==> config.mk <==
export PLATFORM = sky130hd
export DESIGN_NAME = two_wire_handshake_link_top
export DESIGN_NICKNAME = d
export VERILOG_FILES = /design/src/sv/twhl_pkg.sv /design/src/sv/two_wire_handshake_link_top.sv
export SDC_FILE = /design/constraint.sdc
export NUM_CORES = 1
export LEC_CHECK = 0
export ABC_AREA = 1
export BUFFER_PORTS_ARGS = -buffer_cell sky130_fd_sc_hd__buf_2
export CAP_MARGIN = 5
export CORE_AREA = 2 2 76 85
export DETAILED_ROUTE_END_ITERATION = 12
export DIE_AREA = 0 0 78 87
export GPL_TIMING_DRIVEN = 1
export PLACE_DENSITY = 0.79
export REMOVE_ABC_BUFFERS = 1
export SYNTH_ARGS = -nofsm -noshare
export SYNTH_HDL_FRONTEND = slang
export SYNTH_SLANG_ARGS = --single-unit
==> constraint.sdc <==
create_clock -name clk -period 3.7 [get_ports clk]
set_input_delay 0.925 -clock clk [delete_from_list [all_inputs] [get_ports clk]]
set_output_delay 0.925 -clock clk [all_outputs]
set_load 0.1 [all_outputs]
==> src/sv/twhl_pkg.sv <==
// shared types and constants for the two-wire handshake link
package twhl_pkg;

  localparam int unsigned WORD_BITS_DEFAULT = 8;
  localparam int unsigned BYTE_BITS = 8;

  typedef struct packed {
    logic                 line_zero_high;
    logic                 line_one_high;
    logic                 send_request;
    logic [BYTE_BITS-1:0] send_byte;
  } item_t;

  typedef struct packed {
    logic                 pull_zero_low;
    logic                 pull_one_low;
    logic                 received_valid;
    logic [BYTE_BITS-1:0] received_byte;
    logic                 send_done;
    logic                 busy_res;
    logic                 line_error;
  } result_t;

endpackage

==> src/sv/two_wire_handshake_link_top.sv <==
// two-wire handshake link: line handshake state machine with output buffering
//
// Usage: each transaction on the item channel carries one sample of both
// open-drain lines plus a send request and the word to send. The block
// updates its send/receive state machine once per item and returns exactly
// one result transaction: the line drives after the update, received word
// and done/error pulses, and a busy flag.
// Words go least significant bit first, WORD_BITS bits each.
// The result for an item is registered, in the result register or in the
// skid entry. Throughput: one item per cycle while item_ready is high, set
// by the single state update between the item and the result register.
// Stalls: a result register and one skid entry sit on the result side, so
// one more item is taken while a result waits; item_ready drops only when
// both hold results that the receiver has not taken.
// Reset (rst, synchronous, active high): state machine idle, both lines
// released, shift register and bit count cleared, buffers emptied.
// A stalled line partner leaves the block waiting without timeout.
module two_wire_handshake_link_top #(
  parameter int unsigned WORD_BITS = twhl_pkg::WORD_BITS_DEFAULT
) (
  input  logic              clk,
  input  logic              rst,
  input  logic              item_valid,
  output logic              item_ready,
  input  twhl_pkg::item_t   item,
  output logic              result_valid,
  input  logic              result_ready,
  output twhl_pkg::result_t result
);
  import twhl_pkg::*;

  localparam int unsigned CntW = $clog2(WORD_BITS + 1);

  typedef enum logic [2:0] {
    PH_IDLE,
    PH_TX_ACK,
    PH_TX_RISE,
    PH_TX_FREE,
    PH_RX_RELEASE,
    PH_RX_START
  } phase_t;

  phase_t               phase, phase_next;
  logic [WORD_BITS-1:0] shift_reg, shift_reg_next;
  logic [CntW-1:0]      bits_done, bits_done_next;
  logic                 current_bit, current_bit_next;
  logic                 drive_zero, drive_zero_next;
  logic                 drive_one, drive_one_next;

  result_t res_next;
  result_t skid;
  logic    skid_valid;

  logic item_fire, result_fire;
  logic z, o;
  logic rvalid, sdone, err;
  logic [CntW-1:0] bits_inc;
  logic [WORD_BITS-1:0] shifted;
  logic [WORD_BITS+BYTE_BITS-1:0] load_pad;
  logic [WORD_BITS+BYTE_BITS-1:0] recv_pad;

  assign item_ready  = !skid_valid;
  assign item_fire   = item_valid && item_ready;
  assign result_fire = result_valid && result_ready;

  assign z        = item.line_zero_high;
  assign o        = item.line_one_high;
  assign bits_inc = bits_done + CntW'(1);
  assign shifted  = shift_reg >> 1;
  assign load_pad = {{WORD_BITS{1'b0}}, item.send_byte};

  always_comb begin
    phase_next       = phase;
    shift_reg_next   = shift_reg;
    bits_done_next   = bits_done;
    current_bit_next = current_bit;
    drive_zero_next  = drive_zero;
    drive_one_next   = drive_one;
    rvalid           = 1'b0;
    sdone            = 1'b0;
    err              = 1'b0;
    unique case (phase)
      PH_IDLE: begin
        if (z && o) begin
          if (item.send_request) begin
            shift_reg_next   = load_pad[WORD_BITS-1:0];
            bits_done_next   = '0;
            current_bit_next = load_pad[0];
            drive_one_next   = load_pad[0];
            drive_zero_next  = !load_pad[0];
            phase_next       = PH_TX_ACK;
          end
        end else begin
          shift_reg_next = '0;
          bits_done_next = '0;
          if (z) begin
            current_bit_next = 1'b1;
            drive_zero_next  = 1'b1;
            phase_next       = PH_RX_RELEASE;
          end else if (o) begin
            current_bit_next = 1'b0;
            drive_one_next   = 1'b1;
            phase_next       = PH_RX_RELEASE;
          end else begin
            err = 1'b1;
          end
        end
      end
      PH_TX_FREE: begin
        if (z && o) begin
          current_bit_next = shift_reg[0];
          drive_one_next   = shift_reg[0];
          drive_zero_next  = !shift_reg[0];
          phase_next       = PH_TX_ACK;
        end
      end
      PH_TX_ACK: begin
        if (!(current_bit ? z : o)) begin
          drive_zero_next = 1'b0;
          drive_one_next  = 1'b0;
          phase_next      = PH_TX_RISE;
        end
      end
      PH_TX_RISE: begin
        if (current_bit ? z : o) begin
          shift_reg_next = shifted;
          if (bits_inc >= CntW'(WORD_BITS)) begin
            sdone          = 1'b1;
            bits_done_next = '0;
            phase_next     = PH_IDLE;
          end else begin
            bits_done_next = bits_inc;
            phase_next     = PH_TX_FREE;
          end
        end
      end
      PH_RX_RELEASE: begin
        if (current_bit ? o : z) begin
          drive_zero_next                 = 1'b0;
          drive_one_next                  = 1'b0;
          shift_reg_next                  = shifted;
          shift_reg_next[WORD_BITS-1]     = current_bit;
          if (bits_inc >= CntW'(WORD_BITS)) begin
            rvalid         = 1'b1;
            bits_done_next = '0;
            phase_next     = PH_IDLE;
          end else begin
            bits_done_next = bits_inc;
            phase_next     = PH_RX_START;
          end
        end
      end
      PH_RX_START: begin
        if (z && !o) begin
          current_bit_next = 1'b1;
          drive_zero_next  = 1'b1;
          phase_next       = PH_RX_RELEASE;
        end else if (!z && o) begin
          current_bit_next = 1'b0;
          drive_one_next   = 1'b1;
          phase_next       = PH_RX_RELEASE;
        end else if (!z && !o) begin
          err            = 1'b1;
          shift_reg_next = '0;
          bits_done_next = '0;
        end
      end
      default: begin
        phase_next       = PH_IDLE;
        shift_reg_next   = '0;
        bits_done_next   = '0;
        current_bit_next = 1'b0;
        drive_zero_next  = 1'b0;
        drive_one_next   = 1'b0;
      end
    endcase
    if (err) begin
      drive_zero_next = 1'b0;
      drive_one_next  = 1'b0;
      phase_next      = PH_IDLE;
    end
  end

  assign recv_pad = {{BYTE_BITS{1'b0}}, shift_reg_next};

  always_comb begin
    res_next.pull_zero_low  = drive_zero_next;
    res_next.pull_one_low   = drive_one_next;
    res_next.received_valid = rvalid;
    res_next.received_byte  = rvalid ? recv_pad[BYTE_BITS-1:0] : '0;
    res_next.send_done      = sdone;
    res_next.busy_res       = (phase_next != PH_IDLE);
    res_next.line_error     = err;
  end

  // state update and result buffering
  always_ff @(posedge clk) begin
    if (rst) begin
      phase        <= PH_IDLE;
      shift_reg    <= '0;
      bits_done    <= '0;
      current_bit  <= 1'b0;
      drive_zero   <= 1'b0;
      drive_one    <= 1'b0;
      result_valid <= 1'b0;
      skid_valid   <= 1'b0;
    end else begin
      if (item_fire) begin
        phase       <= phase_next;
        shift_reg   <= shift_reg_next;
        bits_done   <= bits_done_next;
        current_bit <= current_bit_next;
        drive_zero  <= drive_zero_next;
        drive_one   <= drive_one_next;
        if (result_valid && !result_ready) begin
          skid       <= res_next;
          skid_valid <= 1'b1;
        end else begin
          result       <= res_next;
          result_valid <= 1'b1;
        end
      end else if (result_fire) begin
        if (skid_valid) begin
          result     <= skid;
          skid_valid <= 1'b0;
        end else begin
          result_valid <= 1'b0;
        end
      end
    end
  end

  a_skid_behind_result: assert property (@(posedge clk) disable iff (rst)
    skid_valid |-> result_valid)
    else $error("skid entry held without a result on the output");

  a_idle_released: assert property (@(posedge clk) disable iff (rst)
    (phase == PH_IDLE) |-> (!drive_zero && !drive_one))
    else $error("line still driven in idle");

  a_single_drive: assert property (@(posedge clk) disable iff (rst)
    !(drive_zero && drive_one))
    else $error("both lines driven low");

  a_stall_to_skid: assert property (@(posedge clk) disable iff (rst)
    (item_fire && result_valid && !result_ready) |=> skid_valid)
    else $error("transaction lost while result stalled");

endmodule

Yosys cells after proc, flatten, opt, wreduce, memory -nomap -nowiden
Index checks and enable logic that the tools add are counted. W data, S select, Z words.

Bits in registers: 48. Output and inout bits: 16. Input bits: 15.

Mux-type cells: 85. Equality and inequality tests: 17. $add $sub $neg: 1. $lt $le $gt $ge: 1. Reductions and logical operators: 25. Bitwise operators: 3.

Operators by type and width (count): $mux W8 (8); $mux W14 (4); $mux W1 (45); $pmux W8 S5 (1); $mux W3 (12); $mux W4 (8); $pmux W4 S5 (1); $pmux W3 S6 (1); $ne A2 B2 Y1 const B (7); $pmux W1 S6 (2); $reduce_and A8 Y1 (1); $logic_and A1 B1 Y1 (7); $eq A3 B2 Y1 const B (2); $eq A3 B3 Y1 const B (2); $logic_not A1 Y1 (6); $ne A3 B3 Y1 const B (2); $reduce_and A3 Y1 (2); $reduce_and A6 Y1 (1); $add A4 B1 Y4 const B (1); $ge A4 B4 Y1 const B (1); $ne A2 B1 Y1 const B (2); $ne A4 B4 Y1 const B (1); $pmux W1 S4 (1); $reduce_and A4 Y1 (1); 10 further kinds (13).

Logic depth before layout (Yosys ltp)
Gate-level depths: netlist (run 1).

Depth after elaboration: 10. Mapped depth: 12.

Worst setup path before layout (run 1)
Ideal clock, no wire load.

Kind: input to register. From: in item_valid. To: reg result[0] in the netlist's numbering (enable). Data arrival time: 2.621 ns. Stages: 5. Buffers on the path: 1. Library setup time: 0.407 ns. Setup slack: 0.671 ns. Data required time: 3.293 ns. Path through: inv_1 -> nor2_1 -> buf_2 -> o21ai_0 -> a211oi_1.

Longest elaborated chain between the ends: 3.

Ends and longest elaborated chain: start, declared (RTL line two_wire_handshake_link_top.sv:23) `input logic item_valid,`; $logic_and A1 B1 Y1 (*) (RTL line two_wire_handshake_link_top.sv:63) `assign item_fire = item_valid && item_ready;`; $ne A2 B2 Y1 (no source line) / $reduce_bool A2 Y1 (equally long branches); $reduce_and A4 Y1 (no source line) (*); end signal, assigned (RTL line two_wire_handshake_link_top.sv:219) `result <= res_next;`; end signal, assigned (RTL line two_wire_handshake_link_top.sv:224) `result <= skid;`; end, declared (RTL line two_wire_handshake_link_top.sv:28) `output twhl_pkg::result_t result`.

Every way passes the cells marked *; elsewhere a longest branch is shown, timed or not. A chain may end at the register's enable or synchronous reset.

==> summary.txt, run 1 <==
Run status
  • Status: completed

CTS
  • Root buffer cell: clkbuf_8
  • Postcts setup bufs: 0
  • Post-CTS Hold Buffers: 0
  • Post-CTS sizing: 0
  • CTS H-tree depth: 2
  • CTS tree: yes
  • CTS sink cnt: 48
  • Clock latency on the worst-skew pair: 300 ps
  • Clock slew at reported path FFs: 90 ps
  • CTS Buf Count: 5
  • Maximum clock path buffer count: 2

Power
  • P_sw: 0.000464 W
  • Clk pwr share: 0.243
  • Pwr dens: 373 nW/um^2
  • Sequential Power Share: 0.482
  • Switching share of power: 0.362
  • Combinational power share: 0.275
  • Int Pwr: 0.000818 W
  • Lkg Pwr: 1.53 nW
  • Peak supply drop: 158 uV

STA
  • Setup violations, final: 0
  • Tcrit/Tclk final: 0.655
  • Fin crit period: 2420 ps
  • Clock Skew: 9.43 ps
  • Relative slew slack: 0.393
  • Fin Setup TNS: 0 ps
  • Fmax: 413 MHz
  • Min setup slack post-route: 1280 ps
  • RSZ-0062 raised after global routing: no
  • Final Hold Viols: 0
  • Max Slew Vio Count: 0
  • Measured slew at the worst slew-check pin: 910 ps

Layout
  • Layout cell share with drive strength beyond 1: 0.160
  • Final cell count without fillers: 549
  • Number of diodes: 0
  • Synth-to-Final Area Change: 8.10%
  • Most frequent cells in the layout: 142 x nand2_1, 40 x inv_1, 34 x o21ai_0, 30 x a21oi_1, 30 x buf_2
  • Commonest non-fill, non-tap cell in the layout: nand2_1
  • Nets: 489

Yosys
  • Mapped Avg Cell Area: 7.17 sq um
  • Synth cell types: 37
  • Top FF cell, synth: edfxtp_1
  • Gate Count Post-Synth: 444
  • Share of synthesized registers carrying an async set or reset: 0
  • Seq/Total Area, Yosys: 0.390
  • Number of flops mapped to enable cells by yosys: 28
  • Yosys reg bits: 48
  • Yosys warns: 0
  • Synthesized cell area: 3180 sq um

Global route
  • Vias in the first global route: 2666
  • Largest net degree at the start of global routing: 30
  • First-pass GRT wire length: 12.4 mm
  • GRT Total Usage: 0.227
  • Grt total ovfl: 0
  • Initial antenna violation count: 0

Die
  • Core Rows: 30
  • Die Y: 87 um
  • Core area: 6010 sq um
  • Starting Density: 0.530
  • Die X: 78 um
  • Die area: 6790 sq um
  • # IOs: 31

Flow run
  • Max-Cap Viols: 0

Place
  • GPL Wtd Cong: 0.988
  • Dpl hpwl: 5.40 mm
  • Dpl ws: 1030 ps
  • Placed insts: 541
  • PortBufs: 30

Worst setup path
  • CP Launch Type: primary input
  • CP arrival: 2480 ps
  • CP required: 3760 ps
  • Maximum fanout along the worst path: 15
  • Crit path capture type: flip-flop
  • Kind of critical path: in2reg

Route
  • Detailed Routing Iterations Pass 1: 6
  • Wire per inst: 13.4 um
  • Final ANT Viol Nets: 0
  • Vias per cell: 5.42
  • DRC: 0
  • Initial DRC Count: 241
  • Routed wire length: 7.38 mm
  • Via Count: 2978

Hold path
  • Hold Path Class: reg2reg
## path summary, 6_finish.rpt
| kind | from | to | slack (ps) | cells after the start |
|---|---|---|---|---|
| max reg2reg | phase[2] | result[10] | 1720 | 9 |
| min | bits_done[3] | bits_done[3] | 470 | 2 |
| max | item[9] | result[1] | 1280 | 11 |
| min reg2reg | bits_done[3] | bits_done[3] | 470 | 2 |
## critical path, cell delays in order
cell and delay (ps):
buf_2 170, ha_1 480, inv_1 120, nor2_1 200, nor2_1 100, nor2_1 120
nand2_1 60, nand2_1 90, nand3_2 90, nand2_1 80, nand2_1 50
## per-stage QoR
| step | hold WS (ps) | instance area, sq um | total power, W | util |
|---|---|---|---|---|
| finish | 470 | 3440 | 0.00128 | 0.573 |
| global route | 502 | 3440 | 0.00135 | 0.573 |
| CTS | 471 | 3440 | 0.00128 | 0.573 |
| detailed placement | 456 | 3350 | 0.000975 | 0.558 |
| global placement | 458 | 3350 | 0.000971 | 0.558 |
| floorplan | 436 | 3070 | 0.000891 | - |
## cells by family (layout without fill, tap and decap cells)
group,after synthesis,in the layout,synth area share
xor+xnor,1,1,0.00275
flops,48,48,0.390
fa+ha+maj,6,6,0.0236
compound gates,101,101,0.176
buf+inv,64,89,0.0904
simple gates,224,224,0.317
## layer usage
metal,global-route usage,vias up,part of all wire
met2,0.364,122,0.46
met4,0.104,0,0.021
met3,0.0322,15,0.066
li1,-,1511,-
met1,0.305,1330,0.45
met5,0,-,0
## Yosys cell counts, types with 2 or more instances
master	number	area, sq um
nor2_1	29	109
clkbuf_1	5	18.8
nand3_2	2	20.0
dfxtp_1	20	400
a21oi_1	30	150
nor3_1	3	15.0
inv_1	40	150
buf_2	4	20.0
o21ai_1	18	90.1
nor2_2	6	37.5
nor2_4	4	45.0
o21ai_0	34	170
ha_1	6	75.1
o211ai_1	4	30.0
buf_6	5	56.3
nand3_1	23	115
nand2_4	4	45.0
inv_2	7	26.3
nand4_1	2	12.5
nand2_1	142	533
a31oi_1	9	56.3
edfxtp_1	28	841
nand2_2	5	31.3
## cell type report
class / count / area, sq um
repair buffers: 33 / 173
flip-flops and latches: 48 / 1240
clock inverters: 3 / 18.8
fillers: 574 / 2570
multi-input cells: 332 / 1660
well taps: 80 / 100
inverters: 48 / 180
clock buffers: 5 / 68.8
## power by group through the flow
stage / Combinational [W] / Clock (W) / Sequential (W)
2_1_floorplan: 0.000211 / 0 / 0.000680
3_3_place_gp: 0.000343 / 0 / 0.000628
3_5_place_dp: 0.000346 / 0 / 0.000629
4_1_cts: 0.000347 / 0.000318 / 0.000617
5_1_grt: 0.000390 / 0.000336 / 0.000621
6_report: 0.000353 / 0.000312 / 0.000618
(Power assumes the default switching activity.)
==> inputs of run 2 (changes only) <==
--- a/config.mk
+++ b/config.mk
@@ -5,12 +5,12 @@
 export SDC_FILE = /design/constraint.sdc
 export NUM_CORES = 1
 export LEC_CHECK = 0
-export ABC_AREA = 1
+export ABC_AREA = 0
 export BUFFER_PORTS_ARGS = -buffer_cell sky130_fd_sc_hd__buf_2
 export CAP_MARGIN = 5
-export CORE_AREA = 2 2 76 85
+export CORE_AREA = 2 2 71 80
 export DETAILED_ROUTE_END_ITERATION = 12
-export DIE_AREA = 0 0 78 87
+export DIE_AREA = 0 0 73 82
 export GPL_TIMING_DRIVEN = 1
 export PLACE_DENSITY = 0.79
 export REMOVE_ABC_BUFFERS = 1
==> constraint.sdc (replaced) <==
create_clock -name clk -period 2.3 [get_ports clk]
set_input_delay 0.575 -clock clk [delete_from_list [all_inputs] [get_ports clk]]
set_output_delay 0.575 -clock clk [all_outputs]
set_load 0.1 [all_outputs]
==> run 2 against run 1 <==
  * Critical endpoint is now result[3]
  * Register-to-register slack got worse by 1500 ps
  * Via count decreased by 22%
  * Highest routed layer unchanged
  * Global-route usage increased by 0.14 points
  * Setup slack got worse by 1100 ps
  * Flip-flop and latch count unchanged
  * Clock skew decreased by 4.7 ps
  * Critical path type unchanged
  * Routed wire length decreased by 14%
  * Synthesized cell count decreased by 37%
  * Power increased by 70%
==> summary.txt, run 2 <==
Route
  • Vias per cell: 6.06 (+12%)
  • Initial DRC Count: 129 (-46%)
  • Wire per inst: 16.7 um (+24%)
  • Final ANT Viol Nets: 0 (unchanged)
  • Detailed Routing Iterations Pass 1: 4 (-2)
  • Routed wire length: 6.35 mm (-14%)
  • DRC: 0 (unchanged)
  • Via Count: 2308 (-22%)

Yosys
  • Yosys top cell area share: 0.306 (+0.0416)
  • Top FF cell, synth: edfxtp_1
  • Synth cell types: 67 (+81%)
  • Count leader, synth: nor2_1
  • Mapped Avg Cell Area: 9.85 sq um (+37%)
  • Gate Count Post-Synth: 279 (-37%)
  • Synthesized cell area: 2750 sq um (-14%)
  • Seq/Total Area, Yosys: 0.452 (+0.0614)
  • Yosys warns: 0 (unchanged)
  • Yosys reg bits: 48 (unchanged)
  • Synth area leaders: edfxtp_1 31%, dfxtp_1 15%, nor2_1 4.0%
  • Number of flops mapped to enable cells by yosys: 28 (unchanged)
  • Share of synthesized registers carrying an async set or reset: 0 (unchanged)
  • Leading area contributor after synthesis: edfxtp_1
  • Synth top cells by count: 29 x nor2_1, 28 x edfxtp_1, 28 x nand2_1, 20 x a21oi_1, 20 x dfxtp_1

Worst setup path
  • Max incr delay on CP: 390 ps (-90 ps)
  • CP required: 2340 ps (-1420 ps)
  • Crit path capture type: flip-flop
  • Crit path cell chain: buf_2 > inv_1 > ha_1 > o311ai_2 > nand3_1 > a21oi_1 > o21ai_0
  • Slowest cell on the critical path: o311ai_2
  • Maximum fanout along the worst path: 7 (-8)
  • Buf+Inv Stages, Crit Path: 2 (unchanged)
  • CP arrival: 2150 ps (-330 ps)
  • CP Launch Type: primary input
  • Kind of critical path: in2reg
  • CP delay by family, top: compound AO/OA/AOI/OAI gates

CTS
  • CTS tree: yes
  • CTS Buf Count: 5 (unchanged)
  • Postcts setup bufs: 0 (unchanged)
  • Maximum clock path buffer count: 2 (unchanged)
  • Clock slew at reported path FFs: 90 ps (about the same)
  • CTS H-tree depth: 2 (unchanged)
  • Post-CTS sizing: 0 (unchanged)
  • Root buffer cell: clkbuf_8
  • Clock latency on the worst-skew pair: 300 ps (about the same)
  • CTS sink cnt: 48 (unchanged)
  • Post-CTS Hold Buffers: 0 (unchanged)

Power
  • Sequential Power Share: 0.445 (-0.037)
  • Clk pwr share: 0.337 (+0.094)
  • Overall power: 0.00218 W (+70%)
  • Lkg Pwr: 1.22 nW (-20%)
  • Combinational power share: 0.218 (-0.057)
  • Int Pwr: 0.00154 W (+88%)
  • Pwr dens: 675 nW/um^2 (+81%)
  • Switching share of power: 0.294 (-0.0686)
  • Peak supply drop: 290 uV (+84%)
  • P_sw: 0.000639 W (+38%)

Global route
  • Initial antenna violation count: 0 (unchanged)
  • Grt total ovfl: 0 (unchanged)
  • Largest net degree at the start of global routing: 32 (+6.7%)
  • GRT Total Usage: 0.228 (+0.00145)
  • First-pass GRT wire length: 10.6 mm (-14%)
  • Vias in the first global route: 2225 (-17%)

Die
  • Core area: 5220 sq um (-13%)
  • Starting Density: 0.527 (-0.00319)
  • Die Y: 82 um (-5.7%)
  • Core Rows: 28 (-6.7%)
  • Die X: 73 um (-6.4%)
  • Die area: 5990 sq um (-12%)
  • # IOs: 31 (unchanged)

STA
  • Max Slew Vio Count: 0 (unchanged)
  • Final Hold Viols: 0 (unchanged)
  • Setup violations, final: 0 (unchanged)
  • Tcrit/Tclk final: 0.918
  • Clock Skew: 4.72 ps (-4.70 ps)
  • Fin crit period: 2110 ps
  • Fmax: 474 MHz
  • Relative slew slack: 0.622 (+0.230)
  • RSZ-0062 raised after global routing: no
  • Measured slew at the worst slew-check pin: 562 ps (-347 ps)
  • Worst hold margin: 488 ps (+18.3 ps)

Flow run
  • Max-Cap Viols: 0 (unchanged)

Run status
  • Status: completed

Layout
  • Filler cells: 429 (-25%)
  • Nets: 341 (-30%)
  • Final Core Density: 0.617 (+0.0447)
  • Layout cell share with drive strength beyond 1: 0.259 (+0.0987)
  • Synth-to-Final Area Change: 17.3%
  • Most frequent cells in the layout: 30 x buf_2, 29 x nor2_1, 28 x nand2_1, 28 x edfxtp_1
  • Number of diodes: 0 (unchanged)
  • Final Cell Area: 3220 sq um (-6.3%)
  • Commonest non-fill, non-tap cell in the layout: buf_2
  • Final cell count without fillers: 381 (-31%)

Hold path
  • Hold Path Class: in2reg

Place
  • PortBufs: 30 (unchanged)
  • Dpl hpwl: 4.51 mm (-17%)
  • Placed insts: 373 (-31%)
  • Placed cell area: 3090 sq um (-8.0%)
  • GPL Wtd Cong: 0.903 (-8.6%)
-- run 2: final timing paths --
kind | from | to | slack (ps) | cells after the start
min | result_ready | skid_valid | 490 | 2
min reg2reg | bits_done[0] | bits_done[0] | 500 | 2
max reg2reg | current_bit | result[3] | 260 | 5
max | item[9] | result[3] | 190 | 7
-- run 2: logic make-up after synthesis --
family / Yosys count / synth area share
buffers and inverters: 27 / 0.0542
muxes: 10 / 0.0405
adders and majority gates: 6 / 0.0273
DFF: 48 / 0.452
AOI/OAI and AO/OA: 82 / 0.219
xor gates and xnor gates: 2 / 0.00637
and+or+nand+nor: 104 / 0.201
-- run 2: power groups by stage --
stage | sequential (W) | combinational, W | clock (W)
floorplan | 0.00111 | 0.000199 | 0
finish | 0.000969 | 0.000474 | 0.000734
CTS | 0.000968 | 0.000472 | 0.000747
global placement | 0.000986 | 0.000462 | 0
detailed placement | 0.000988 | 0.000467 | 0
global route | 0.000973 | 0.000512 | 0.000769
-- run 2: layout make-up --
| type | count | area [sq um] | share of cell area |
|---|---|---|---|
| multi-input combinational | 204 | 1370 | 0.425 |
| sequential | 48 | 1240 | 0.385 |
| timing repair buffer | 52 | 365 | 0.113 |
| tap | 60 | 75.1 | 0.0233 |
| clock buffer | 5 | 68.8 | 0.0214 |
| clock inverter | 3 | 68.8 | 0.0214 |
| inverter | 9 | 33.8 | 0.0105 |
-- run 2: metrics by stage --
stage | setup WS [ps] | setup TNS (ps)
final | 188 | 0
after global routing | 2.11 | 0
after CTS | 198 | 0
after detailed placement | -142 | -943
after global placement | -81.5 | -648
after floorplan | -1240 | -28030
-- run 2: per-layer routing --
layer	vias up	part of all wire	GRT usage
li1	1128	-	-
met1	1109	0.45	0.303
met2	64	0.50	0.386
met3	7	0.042	0.0294
met4	0	0.011	0.0667
met5	-	0	0
-- run 2: worst register-to-register path: cells and delay by family, from the launching register on --
kind | cells | cell delay (ps)
AOI/OAI and AO/OA | 4 | 740
DFF | 1 | 590
muxes | 1 | 460
==> inputs of run 3 (changes only) <==
--- a/config.mk
+++ b/config.mk
@@ -8,9 +8,9 @@
 export ABC_AREA = 0
 export BUFFER_PORTS_ARGS = -buffer_cell sky130_fd_sc_hd__buf_2
 export CAP_MARGIN = 5
-export CORE_AREA = 2 2 71 80
+export CORE_AREA = 3 3 72 81
 export DETAILED_ROUTE_END_ITERATION = 12
-export DIE_AREA = 0 0 73 82
+export DIE_AREA = 0 0 75 84
 export GPL_TIMING_DRIVEN = 1
 export PLACE_DENSITY = 0.79
 export REMOVE_ABC_BUFFERS = 1
==> run 3 against run 2 <==
  * Final area down 2.6%
  * Routed wire length down 0.61%
  * Global-route usage down 1.2 points
  * First-iteration DRC count up 32%
  * Cell count down 0.26%
  * Maximum frequency down 0.71%
  * Critical path depth up 1
  * Sequential share of layout area up 1.1 points
  * Hold slack better by 5.6 ps
  * Critical path type unchanged
  * Largest cell class unchanged
  * Largest power group unchanged
  * Highest routed layer unchanged
==> summary.txt, run 3 (same netlist as run 2, synthesis figures left out) <==
Run status
  • Status: completed

Worst setup path
  • Maximum fanout along the worst path: 7 (unchanged)
  • R2R cell count: 5 (unchanged)
  • CP required: 2350 ps (about the same)
  • Worst Setup EP: result[7]
  • CP Launch Type: primary input
  • Worst r2r src: phase[0]
  • CP arrival: 2170 ps (+20 ps)
  • Kind of critical path: in2reg
  • Reg2reg end: result[12]
  • Crit path capture type: flip-flop
  • R2R Setup Slk: 220 ps (-40 ps)
  • Crit path from: item[9]

Route
  • Initial DRC Count: 170 (+32%)
  • Final ANT Viol Nets: 0 (unchanged)
  • DRC: 0 (unchanged)
  • Vias per cell: 6.04 (-0.35%)
  • WL met2: 2.98 mm (-6.3%)
  • Wire per inst: 16.6 um (-0.35%)
  • Detailed Routing Iterations Pass 1: 4 (unchanged)
  • Routed wire length: 6.31 mm (-0.61%)
  • Top Metal Used: met4
  • Met1 wire length: 2.82 mm (-0.39%)
  • Via Count: 2294 (-0.61%)
  • Met3 wire length: 384 um (+45%)

Die
  • Die Y: 84 um (+2.4%)
  • Starting Density: 0.546 (+0.0195)
  • Core Rows: 27 (-3.6%)
  • # IOs: 31 (unchanged)
  • Die area: 6300 sq um (+5.2%)
  • Die X: 75 um (+2.7%)
  • Core area: 5030 sq um (-3.6%)

Power
  • Switching share of power: 0.323 (+0.0291)
  • Peak supply drop: 260 uV (-11%)
  • Pwr dens: 614 nW/um^2 (-9.1%)
  • Combinational power share: 0.235 (+0.017)
  • P_sw: 0.000622 W (-2.7%)
  • Lkg Pwr: 1.19 nW (-2.3%)
  • Int Pwr: 0.00131 W (-15%)
  • Clk pwr share: 0.258 (-0.079)
  • Sequential Power Share: 0.507 (+0.062)

Place
  • GPL Wtd Cong: 0.956 (+5.9%)
  • PortBufs: 30 (unchanged)
  • Placed cell area: 3050 sq um (-1.1%)
  • Dpl hpwl: 4.71 mm (+4.4%)
  • Dpl ws: -115 ps (+26.4 ps)

CTS
  • Maximum clock path buffer count: 2 (unchanged)
  • Clock slew at reported path FFs: 90 ps (about the same)
  • CTS sink cnt: 48 (unchanged)
  • Clock latency on the worst-skew pair: 300 ps (about the same)
  • Postcts setup bufs: 0 (unchanged)
  • CTS H-tree depth: 2 (unchanged)
  • CTS Buf Count: 5 (unchanged)
  • CTS tree: yes
  • Root buffer cell: clkbuf_8

STA
  • Max Slew Vio Count: 0 (unchanged)
  • Fin Setup TNS: 0 ps (unchanged)
  • RSZ-0062 raised after global routing: no
  • Worst hold margin: 494 ps (+5.58 ps)
  • Min setup slack post-route: 173 ps (-15.0 ps)
  • Clock Skew: 6.29 ps (+1.57 ps)
  • Relative slew slack: 0.597 (-0.0253)
  • Fmax: 470 MHz (-0.71%)
  • Measured slew at the worst slew-check pin: 603 ps (+41.1 ps)
  • Final Hold Viols: 0 (unchanged)
  • Fin crit period: 2130 ps (+15.0 ps)
  • Setup violations, final: 0 (unchanged)
  • Tcrit/Tclk final: 0.925 (+0.00652)

Layout
  • Nets: 342 (+0.29%)
  • Final Core Density: 0.624 (+0.00646)
  • Commonest non-fill, non-tap cell in the layout: buf_2
  • Most frequent cells in the layout: 30 x buf_2, 29 x nor2_1, 28 x nand2_1, 28 x edfxtp_1, 22 x buf_4
  • Number of diodes: 0 (unchanged)
  • Synth-to-Final Area Change: 14.2%
  • Layout cell share with drive strength beyond 1: 0.261 (+0.00230)
  • Final Cell Area: 3140 sq um (-2.6%)

Global route
  • Largest net degree at the start of global routing: 22 (-31%)
  • GRT Total Usage: 0.216 (-0.0121)
  • Vias in the first global route: 2225 (unchanged)
  • Initial antenna violation count: 0 (unchanged)
  • First-pass GRT wire length: 10.7 mm (+0.98%)
  • Grt total ovfl: 0 (unchanged)

Hold path
  • Hold path depth: 2 (unchanged)
  • Hold Path Class: in2reg

Flow run
  • Max-Cap Viols: 0 (unchanged)
## run 3: cell count changes in the layout (fill, tap and decap cells not counted), sizes merged
cell	change
clkinv	+2
bufinv	-2
buf	+1
## run 3: area by class of cell
cell class	instances	area (sq um)
clock inverters	3	17.5
flip-flops and latches	48	1240
fillers	428	1890
repair buffers	53	335
well taps	58	72.6
inverters	9	33.8
clock buffers	5	68.8
multi-input cells	204	1370
## run 3: how the worst min path moves through the flow
| stage | endpoint | start |
|---|---|---|
| final | skid_valid | result_ready |
| after global routing | skid_valid | result_ready |
| after CTS | skid_valid | result_ready |
| after detailed placement | bits_done[0] | bits_done[0] |
| after global placement | bits_done[0] | bits_done[0] |
| after floorplan | bits_done[0] | bits_done[0] |
## run 3: critical path: stages
cell and delay [ps]:
buf_2 120, inv_1 130, ha_1 190, nand2_1 70, o311ai_2 360, nand3_1 320, a21oi_1 310, o21ai_0 100
## run 3: layer usage
metal,vias up,track usage
li1,1126,-
met1,1075,0.310
met2,81,0.326
met3,12,0.0361
met4,0,0.0712
met5,-,0
## run 3: stage by stage
stage,total power [W],std cells
2_1_floorplan,0.00131,261
3_3_place_gp,0.00144,372
3_5_place_dp,0.00145,372
4_1_cts,0.00194,380
5_1_grt,0.00202,380
6_report,0.00193,380
## run 3: power by group through the flow
stage                     clock network (W)  registers, W  logic [W]
final                              0.000498      0.000977   0.000453
after global routing               0.000543      0.000984   0.000490
after CTS                          0.000511      0.000976   0.000452
after detailed placement                  0      0.000996   0.000449
after global placement                    0      0.000994   0.000445
after floorplan                           0       0.00111   0.000199
## run 3: what timing repair did
| action | 4_1_cts | 5_1_grt |
|---|---|---|
| hold buffers | 0 | 0 |
| endpoints found under the setup margin | 0 | 15 |
| resized for setup | 0 | 1 |
